--- src/design/detl_pkg.sv ---
`default_nettype none

package detl_pkg;

    // Default list size; the top level takes it as a parameter (range 1 to 63)
    localparam int DEF_LIST_DEPTH = 16;

    // Field widths
    localparam int DELAY_W   = 31;
    localparam int TAG_W     = 8;
    localparam int ELAPSED_W = 20;
    localparam int SCALE_W   = 16;
    localparam int MAXD_W    = 20;
    localparam int DELTA_W   = 20;
    localparam int SDELTA_W  = 28;   // scaled delta: 20 bits times Q8.8, fraction dropped
    localparam int CFG_IDX_W = 1;
    localparam int CFG_DATA_W = 20;
    localparam int KIND_W    = 2;

    // One list entry: scale flag, tag, remaining time
    localparam int ENTRY_W = 1 + TAG_W + DELAY_W;

    // Register reset values
    localparam logic [SCALE_W-1:0] TIME_SCALE_RST = 16'd256;
    localparam logic [MAXD_W-1:0]  MAX_DELTA_RST  = 20'd100000;

    // Register indexes
    localparam logic [CFG_IDX_W-1:0] CFG_TIME_SCALE = 1'b0;
    localparam logic [CFG_IDX_W-1:0] CFG_MAX_DELTA  = 1'b1;

    // Commands
    localparam logic CMD_SCHEDULE = 1'b0;
    localparam logic CMD_TICK     = 1'b1;

    // Result kinds
    localparam logic [KIND_W-1:0] KIND_SCHEDULED = 2'd0;
    localparam logic [KIND_W-1:0] KIND_REJECTED  = 2'd1;
    localparam logic [KIND_W-1:0] KIND_FIRED     = 2'd2;
    localparam logic [KIND_W-1:0] KIND_TICK_DONE = 2'd3;

endpackage

`default_nettype wire

--- src/design/detl_ram.sv ---
`default_nettype none

module detl_ram
    import detl_pkg::*;
#(
    parameter int WIDTH = ENTRY_W,
    parameter int DEPTH = DEF_LIST_DEPTH,
    parameter int AW    = (DEPTH > 1) ? $clog2(DEPTH) : 1
) (
    input  wire logic             aclk,
    input  wire logic             wr_en,
    input  wire logic [AW-1:0]    wr_addr,
    input  wire logic [WIDTH-1:0] wr_data,
    input  wire logic [AW-1:0]    rd_addr,
    output logic      [WIDTH-1:0] rd_data
);

    logic [WIDTH-1:0] mem [DEPTH];

    // One write port, one registered read port; a read of the address being
    // written returns the old contents
    always_ff @(posedge aclk) begin
        if (wr_en) begin
            mem[wr_addr] <= wr_data;
        end
        rd_data <= mem[rd_addr];
    end

endmodule

`default_nettype wire

--- src/design/delayed_event_timer_list.sv ---
`default_nettype none

// Delayed event timer list. Holds up to LIST_DEPTH pending events in list
// order, each with a remaining time in microseconds, a scaled/unscaled flag
// and an 8-bit tag. A schedule transaction appends an event (or is rejected
// when the list is full) and returns one result in the cycle after
// acceptance. A tick transaction clamps its elapsed time to max_delta_us,
// forms the scaled delta (delta * time_scale >> 8, Q8.8) in the multiply
// state, then walks the list one entry per cycle through a list RAM with
// one write port and one registered read port, compacting survivors in
// place and stacking the tags of expired events. It then returns one fired
// result per expired event, in list order, and a final tick-done result;
// every result of a tick carries the pending count after the whole tick.
// s_ready stays low until the tick's last result has been loaded. The user
// must write configuration registers through cfg_wr_en / cfg_index /
// cfg_wdata only while the block is idle; the block does not enforce this.
module delayed_event_timer_list
    import detl_pkg::*;
#(
    parameter int LIST_DEPTH = DEF_LIST_DEPTH,
    parameter int IDX_W      = (LIST_DEPTH > 1) ? $clog2(LIST_DEPTH) : 1,
    parameter int CNT_W      = $clog2(LIST_DEPTH + 1)
) (
    input  wire logic                  aclk,
    input  wire logic                  aresetn,
    // configuration write port
    input  wire logic                  cfg_wr_en,
    input  wire logic [CFG_IDX_W-1:0]  cfg_index,
    input  wire logic [CFG_DATA_W-1:0] cfg_wdata,
    // input transactions
    input  wire logic                  s_valid,
    output logic                       s_ready,
    input  wire logic                  s_command,
    input  wire logic [DELAY_W-1:0]    s_delay_us,
    input  wire logic                  s_use_scale,
    input  wire logic [TAG_W-1:0]      s_event_tag,
    input  wire logic [ELAPSED_W-1:0]  s_elapsed_us,
    // result transactions
    output logic                       m_valid,
    input  wire logic                  m_ready,
    output logic      [KIND_W-1:0]     m_kind,
    output logic      [TAG_W-1:0]      m_fired_tag,
    output logic      [CNT_W-1:0]      m_active_count,
    output logic                       m_last
);

    localparam logic [2:0] ST_IDLE = 3'd0;
    localparam logic [2:0] ST_MUL  = 3'd1;
    localparam logic [2:0] ST_WALK = 3'd2;
    localparam logic [2:0] ST_PREP = 3'd3;
    localparam logic [2:0] ST_EMIT = 3'd4;

    localparam logic [CNT_W-1:0] DEPTH_C = CNT_W'(LIST_DEPTH);

    logic [2:0]          state_reg,   state_next;
    logic [CNT_W-1:0]    count_reg,   count_next;
    logic [IDX_W-1:0]    idx_reg,     idx_next;
    logic [CNT_W-1:0]    keep_reg,    keep_next;
    logic [CNT_W-1:0]    nfired_reg,  nfired_next;
    logic [CNT_W-1:0]    eidx_reg,    eidx_next;
    logic [DELTA_W-1:0]  delta_reg,   delta_next;
    logic [SDELTA_W-1:0] scaled_reg,  scaled_next;
    logic [SCALE_W-1:0]  scale_reg,   scale_next;
    logic [MAXD_W-1:0]   maxd_reg,    maxd_next;
    logic                m_valid_reg, m_valid_next;
    logic [KIND_W-1:0]   m_kind_reg,  m_kind_next;
    logic [TAG_W-1:0]    m_tag_reg,   m_tag_next;
    logic [CNT_W-1:0]    m_count_reg, m_count_next;
    logic                m_last_reg,  m_last_next;

    logic                out_free;
    logic                accept;
    logic [DELTA_W+SCALE_W-1:0] product;

    // list RAM and fired-tag stack ports
    logic                e_wr_en;
    logic [IDX_W-1:0]    e_wr_addr;
    logic [ENTRY_W-1:0]  e_wr_data;
    logic [IDX_W-1:0]    e_rd_addr;
    logic [ENTRY_W-1:0]  e_rd_data;
    logic                f_wr_en;
    logic [IDX_W-1:0]    f_wr_addr;
    logic [IDX_W-1:0]    f_rd_addr;
    logic [TAG_W-1:0]    f_rd_data;

    // entry being walked
    logic                ent_flag;
    logic [TAG_W-1:0]    ent_tag;
    logic [DELAY_W-1:0]  ent_rem;
    logic [SDELTA_W-1:0] ent_delta;
    logic [DELAY_W:0]    diff;
    logic                expired;
    logic                last_entry;

    detl_ram #(
        .WIDTH (ENTRY_W),
        .DEPTH (LIST_DEPTH),
        .AW    (IDX_W)
    ) u_list_ram (
        .aclk    (aclk),
        .wr_en   (e_wr_en),
        .wr_addr (e_wr_addr),
        .wr_data (e_wr_data),
        .rd_addr (e_rd_addr),
        .rd_data (e_rd_data)
    );

    detl_ram #(
        .WIDTH (TAG_W),
        .DEPTH (LIST_DEPTH),
        .AW    (IDX_W)
    ) u_fired_ram (
        .aclk    (aclk),
        .wr_en   (f_wr_en),
        .wr_addr (f_wr_addr),
        .wr_data (ent_tag),
        .rd_addr (f_rd_addr),
        .rd_data (f_rd_data)
    );

    assign out_free = !m_valid_reg || m_ready;
    assign s_ready  = (state_reg == ST_IDLE) && out_free;
    assign accept   = s_valid && s_ready;

    // multiplier for the scaled delta
    assign product = delta_reg * scale_reg;

    // unpack and update the entry under the walk
    assign ent_flag   = e_rd_data[ENTRY_W-1];
    assign ent_tag    = e_rd_data[ENTRY_W-2 -: TAG_W];
    assign ent_rem    = e_rd_data[DELAY_W-1:0];
    assign ent_delta  = ent_flag ? scaled_reg : SDELTA_W'(delta_reg);
    assign diff       = {1'b0, ent_rem} - (DELAY_W + 1)'(ent_delta);
    assign expired    = diff[DELAY_W] || (diff == '0);
    assign last_entry = ((CNT_W'(idx_reg) + CNT_W'(1)) == count_reg);

    // sequencer
    always_comb begin
        state_next   = state_reg;
        count_next   = count_reg;
        idx_next     = idx_reg;
        keep_next    = keep_reg;
        nfired_next  = nfired_reg;
        eidx_next    = eidx_reg;
        delta_next   = delta_reg;
        scaled_next  = scaled_reg;
        scale_next   = scale_reg;
        maxd_next    = maxd_reg;
        m_valid_next = m_valid_reg && !m_ready;
        m_kind_next  = m_kind_reg;
        m_tag_next   = m_tag_reg;
        m_count_next = m_count_reg;
        m_last_next  = m_last_reg;

        e_wr_en   = 1'b0;
        e_wr_addr = count_reg[IDX_W-1:0];
        e_wr_data = {s_use_scale, s_event_tag, s_delay_us};
        e_rd_addr = '0;
        f_wr_en   = 1'b0;
        f_wr_addr = nfired_reg[IDX_W-1:0];
        f_rd_addr = '0;

        // take configuration writes
        if (cfg_wr_en) begin
            unique case (cfg_index)
                CFG_TIME_SCALE: scale_next = cfg_wdata[SCALE_W-1:0];
                CFG_MAX_DELTA:  maxd_next  = cfg_wdata[MAXD_W-1:0];
                default:        ;
            endcase
        end

        unique case (state_reg)
            ST_IDLE: begin
                if (accept) begin
                    if (s_command == CMD_SCHEDULE) begin
                        // append, or reject when full; answer at once
                        m_valid_next = 1'b1;
                        m_tag_next   = '0;
                        m_last_next  = 1'b1;
                        if (count_reg < DEPTH_C) begin
                            e_wr_en      = 1'b1;
                            count_next   = count_reg + CNT_W'(1);
                            m_kind_next  = KIND_SCHEDULED;
                            m_count_next = count_reg + CNT_W'(1);
                        end else begin
                            m_kind_next  = KIND_REJECTED;
                            m_count_next = count_reg;
                        end
                    end else begin
                        // clamp the elapsed time
                        delta_next = (s_elapsed_us > maxd_reg) ? maxd_reg : s_elapsed_us;
                        state_next = ST_MUL;
                    end
                end
            end
            ST_MUL: begin
                // form the scaled delta and fetch the first entry
                scaled_next = product[DELTA_W+SCALE_W-1:8];
                idx_next    = '0;
                keep_next   = '0;
                nfired_next = '0;
                e_rd_addr   = '0;
                state_next  = (count_reg == '0) ? ST_PREP : ST_WALK;
            end
            ST_WALK: begin
                // keep survivors compacted, stack expired tags
                if (expired) begin
                    f_wr_en     = 1'b1;
                    nfired_next = nfired_reg + CNT_W'(1);
                end else begin
                    e_wr_en   = 1'b1;
                    e_wr_addr = keep_reg[IDX_W-1:0];
                    e_wr_data = {ent_flag, ent_tag, diff[DELAY_W-1:0]};
                    keep_next = keep_reg + CNT_W'(1);
                end
                if (last_entry) begin
                    e_rd_addr  = idx_reg;
                    count_next = expired ? keep_reg : keep_reg + CNT_W'(1);
                    state_next = ST_PREP;
                end else begin
                    e_rd_addr = idx_reg + IDX_W'(1);
                    idx_next  = idx_reg + IDX_W'(1);
                end
            end
            ST_PREP: begin
                // fetch the first stacked tag
                eidx_next  = '0;
                f_rd_addr  = '0;
                state_next = ST_EMIT;
            end
            ST_EMIT: begin
                // hand out fired events, then the tick-done result
                if (out_free) begin
                    m_valid_next = 1'b1;
                    m_count_next = count_reg;
                    if (eidx_reg < nfired_reg) begin
                        m_kind_next = KIND_FIRED;
                        m_tag_next  = f_rd_data;
                        m_last_next = 1'b0;
                        eidx_next   = eidx_reg + CNT_W'(1);
                    end else begin
                        m_kind_next = KIND_TICK_DONE;
                        m_tag_next  = '0;
                        m_last_next = 1'b1;
                        state_next  = ST_IDLE;
                    end
                end
                f_rd_addr = (eidx_next < DEPTH_C) ? eidx_next[IDX_W-1:0] : '0;
            end
            default: begin
                state_next = ST_IDLE;
            end
        endcase
    end

    // control state
    always_ff @(posedge aclk) begin
        if (!aresetn) begin
            state_reg   <= ST_IDLE;
            count_reg   <= '0;
            m_valid_reg <= 1'b0;
            scale_reg   <= TIME_SCALE_RST;
            maxd_reg    <= MAX_DELTA_RST;
        end else begin
            state_reg   <= state_next;
            count_reg   <= count_next;
            m_valid_reg <= m_valid_next;
            scale_reg   <= scale_next;
            maxd_reg    <= maxd_next;
        end
    end

    // working and payload registers
    always_ff @(posedge aclk) begin
        idx_reg     <= idx_next;
        keep_reg    <= keep_next;
        nfired_reg  <= nfired_next;
        eidx_reg    <= eidx_next;
        delta_reg   <= delta_next;
        scaled_reg  <= scaled_next;
        m_kind_reg  <= m_kind_next;
        m_tag_reg   <= m_tag_next;
        m_count_reg <= m_count_next;
        m_last_reg  <= m_last_next;
    end

    assign m_valid        = m_valid_reg;
    assign m_kind         = m_kind_reg;
    assign m_fired_tag    = m_tag_reg;
    assign m_active_count = m_count_reg;
    assign m_last         = m_last_reg;

endmodule

`default_nettype wire

--- config.mk ---
export PLATFORM = sky130hd
export DESIGN_NAME = delayed_event_timer_list
export DESIGN_NICKNAME = d
export VERILOG_FILES = /design/src/design/detl_pkg.sv /design/src/design/detl_ram.sv /design/src/design/delayed_event_timer_list.sv
export SDC_FILE = /design/constraint.sdc
export NUM_CORES = 2
export LEC_CHECK = 0
export BUFFER_PORTS_ARGS = -buffer_cell sky130_fd_sc_hd__buf_2
export CORE_MARGIN = 1
export CORE_UTILIZATION = 35
export CTS_CLUSTER_DIAMETER = 60
export CTS_CLUSTER_SIZE = 25
export DETAILED_ROUTE_END_ITERATION = 8
export SLEW_MARGIN = 30
export SYNTH_ARGS = -nofsm -noshare
export SYNTH_HDL_FRONTEND = slang
export SYNTH_SLANG_ARGS = --single-unit
--- constraint.sdc ---
create_clock -name aclk -period 8.6 [get_ports aclk]
set_input_delay 0.43 -clock aclk [delete_from_list [all_inputs] [get_ports aclk]]
set_output_delay 0.43 -clock aclk [all_outputs]
set_load 0.02 [all_outputs]
==> impl_metrics.py <==
metrics = {
    "outcome": {
        "status": "finished, final reports clean",
    },
    "clock_tree": {
        "clockBufferDepth": 3,
        "cts_buffers": 80,
        "post-cts-setup-buffers": 0,
        "cts_sinks": 944,
        "ctsHoldBuffers": 0,
        "htreeDepth": 3,
        "cts_resized": 0,
        "clk_latency_ns": 0.70,
        "cts-root-buf": "clkbuf_16",
        "cts_tree": "done",
        "clk_pin_slew_ns": 0.08,
    },
    "floorplan": {
        "core_area_um2": 140000,
        "initial_core_util_pct": 35.5,
        "ios": 105,
        "rows": 137,
        "dieHeight_um": 379,
        "dieArea_um2": 143000,
        "die_x_um": 379,
    },
    "yosys": {
        "synth_nets": 4795,
        "synth_top_area_share_pct": 51.5,
        "synthArstFlopShare_pct": 0,
        "synth_ff_type": "edfxtp_1",
        "synth_warnings": 0,
        "netlist_instances": 4292,
        "synth-edff-count": 851,
        "ys_types": 77,
        "synth_area_per_cell_um2": 11.6,
        "synth_top_area_cell": "edfxtp_1",
        "synthTopCellsByArea": "edfxtp_1 51%, fa_1 10%, nand2_1 7.3%, ha_1 4.2%, dfxtp_1 3.8%",
        "ys_seq_elements": 944,
        "netlist_area_um2": 49600,
        "yosysSeqAreaShare_pct": 55.2,
    },
    "sta": {
        "fin_ws_ns": 0.869,
        "timing.final.crit_share_pct": 89.9,
        "fmax_mhz": 129,
        "fin_skew_ns": 0.0792,
        "worst_pin_slew_ns": 0.993,
        "tns_ns": 0,
        "relSlewSlack_pct": 33.8,
        "hold_viol": 0,
        "finalSetupViolations": 0,
        "period_needed_ns": 7.73,
        "rsz0062_at_grt": "false",
        "finalMaxSlewViolations": 0,
    },
    "power": {
        "p_per_area_nw_per_um2": 248,
        "pwr-share-comb_pct": 28.3,
        "pwr-share-clk_pct": 29.2,
        "p_int_mw": 8.95,
        "p_leak_nw": 20.8,
        "irDropWorstVdd_mv": 0.176,
        "swShare_pct": 34.9,
        "pwr-share-seq_pct": 42.5,
        "power_switching_mw": 4.80,
        "power_mw": 13.8,
    },
    "final_layout": {
        "largest_reg_flops": 640,
        "nNetsFinal": 4792,
        "final_cells": 6233,
        "top_register": "u_list_ram.mem",
        "multi_input_area_um2": 20400,
        "final.fill_count": 13300,
        "reg_top3": "u_list_ram.mem: 640 flops, u_fired_ram.mem: 128 flops, u_list_ram.rd_data: 40 flops",
        "area_growth_pct": 11.5,
        "drive_gt1_share_pct": 9.20,
        "ff_latch_area_um2": 27400,
        "insertedDiodeCount": 0,
        "final_core_util_pct": 39.5,
    },
    "grt": {
        "gr-total-overflow": 0,
        "grt_pass1_vias": 31800,
        "grt_pass1_wl_mm": 194,
        "antenna_found_initial": 5,
        "grt_max_degree": 145,
        "grt_use_total_pct": 17.7,
    },
    "critical_path": {
        "cp_max_fo": 21,
        "ff2ff_path_depth": 24,
        "cp-start-kind": "flip-flop",
        "worstPathRequired_ns": 9.02,
        "arrival_ns": 8.15,
        "path_class": "flip-flop to flip-flop",
        "cp-end-kind": "flip-flop",
    },
    "place": {
        "place_hpwl_mm": 76.7,
        "preCtsSetupSlack_ns": 0.949,
        "io_buffers": 104,
        "globalplace.congestion": 0.888,
        "placedCellCount": 6083,
    },
    "flow_run": {
        "maxCapViolCount": 0,
    },
    "route": {
        "drtIter0Drc": 2705,
        "drc": 0,
        "drt_wl_total_mm": 127,
        "avgViaCountPerCell": 5.18,
        "dr.pass1.iters": 6,
        "ant_nets": 0,
        "wl_per_cell_um": 20.4,
        "vias": 32300,
    },
    "worst_hold_path": {
        "hp-class": "input port to flip-flop",
        "min_path_cells": 3,
    },
}
## through the flow
stage,area (um2),hold slack [ns]
floorplan,49600,0.453
global route,55400,0.0469
finish,55400,0.0493
CTS,55400,0.0227
global placement,52400,0.470
detailed placement,52400,0.476
## area by class of cell
| cell class | count | share of cell area (%) |
|---|---|---|
| repair buffers | 163 | 1.92 |
| clock buffers | 81 | 3.62 |
| inverters | 315 | 2.16 |
| multi-input cells | 2785 | 36.8 |
| well taps | 1876 | 4.24 |
| clock inverters | 69 | 1.76 |
| flip-flops and latches | 944 | 49.5 |
## worst max-delay path, stage by stage, from the launching register on
cell and delay [ns]:
dfxtp_1 0.94, and2_1 0.26, fa_1 0.42, inv_1 0.08
fa_1 0.43, fa_1 0.51, inv_1 0.05, fa_1 0.51
fa_1 0.50, inv_1 0.05, fa_1 0.47, inv_1 0.04
ha_1 0.32, nand3_1 0.13, o221ai_1 0.25, o21ai_0 0.14
a31oi_1 0.40, o21ai_0 0.18, o21ai_0 0.51, a221o_1 0.34
a211o_1 0.18, a21oi_1 0.12, o31ai_1 0.37, a21oi_1 0.14
xnor2_1 0.14
## synthesized netlist by cell type (62+ instances only)
library cell,count
nand2_1,965
edfxtp_1,851
nand3_1,349
inv_1,314
fa_1,250
clkbuf_1,217
and2_1,169
ha_1,166
mux2i_1,105
dfxtp_1,93
a311oi_1,81
nor2_1,69
o21ai_0,62
## cell usage in the layout, fill, tap and decap left out, types with 66 or more instances in the layout
cell         n
a311oi_1    81
and2_1     167
buf_2      104
clkbuf_16   80
dfxtp_1     92
edfxtp_1   851
fa_1       250
ha_1       166
inv_1      312
mux2i_1    105
nand2_1    963
nand3_1    348
nor2_1      66
## cell families (layout without fill, tap and decap cells)
| family | after synthesis | after routing | share of synthesized area (%) |
|---|---|---|---|
| simple gates | 1732 | 1732 | 15.8 |
| xor+xnor | 62 | 62 | 1.09 |
| fa+ha+maj | 416 | 416 | 14.3 |
| mux | 158 | 158 | 3.32 |
| buf+inv | 563 | 628 | 4.37 |
| flops | 944 | 944 | 55.2 |
| compound gates | 417 | 417 | 5.89 |
## metal layers
| metal | up-vias | wire length [um] | global-route usage, % |
|---|---|---|---|
| met1 | 16200 | 56000 | 25.0 |
| met3 | 157 | 7960 | 1.98 |
| li1 | 14900 | - | - |
| met5 | - | 0 | 0 |
| met4 | 0 | 2540 | 4.61 |
| met2 | 1002 | 60600 | 28.9 |
## path summary, 6_finish.rpt
path | from | endpoint | slack, ns
setup / recovery | scale_reg[5] | scaled_reg[27] | 0.87
hold / removal | cfg_wdata[16] | maxd_reg[16] | 0.05
setup reg to reg | scale_reg[5] | scaled_reg[27] | 0.87
hold reg to reg | maxd_reg[1] | maxd_reg[1] | 0.48
## power groups by stage
stage / clock network (mW) / logic, mW / registers, mW
2_1_floorplan: 0 / 2.69 / 5.80
3_3_place_gp: 0 / 3.83 / 5.95
3_5_place_dp: 0 / 3.86 / 5.96
4_1_cts: 4.10 / 3.89 / 5.85
5_1_grt: 4.26 / 4.31 / 5.89
6_report: 4.02 / 3.89 / 5.85
No activity file was read; power rests on OpenSTA's default activity.
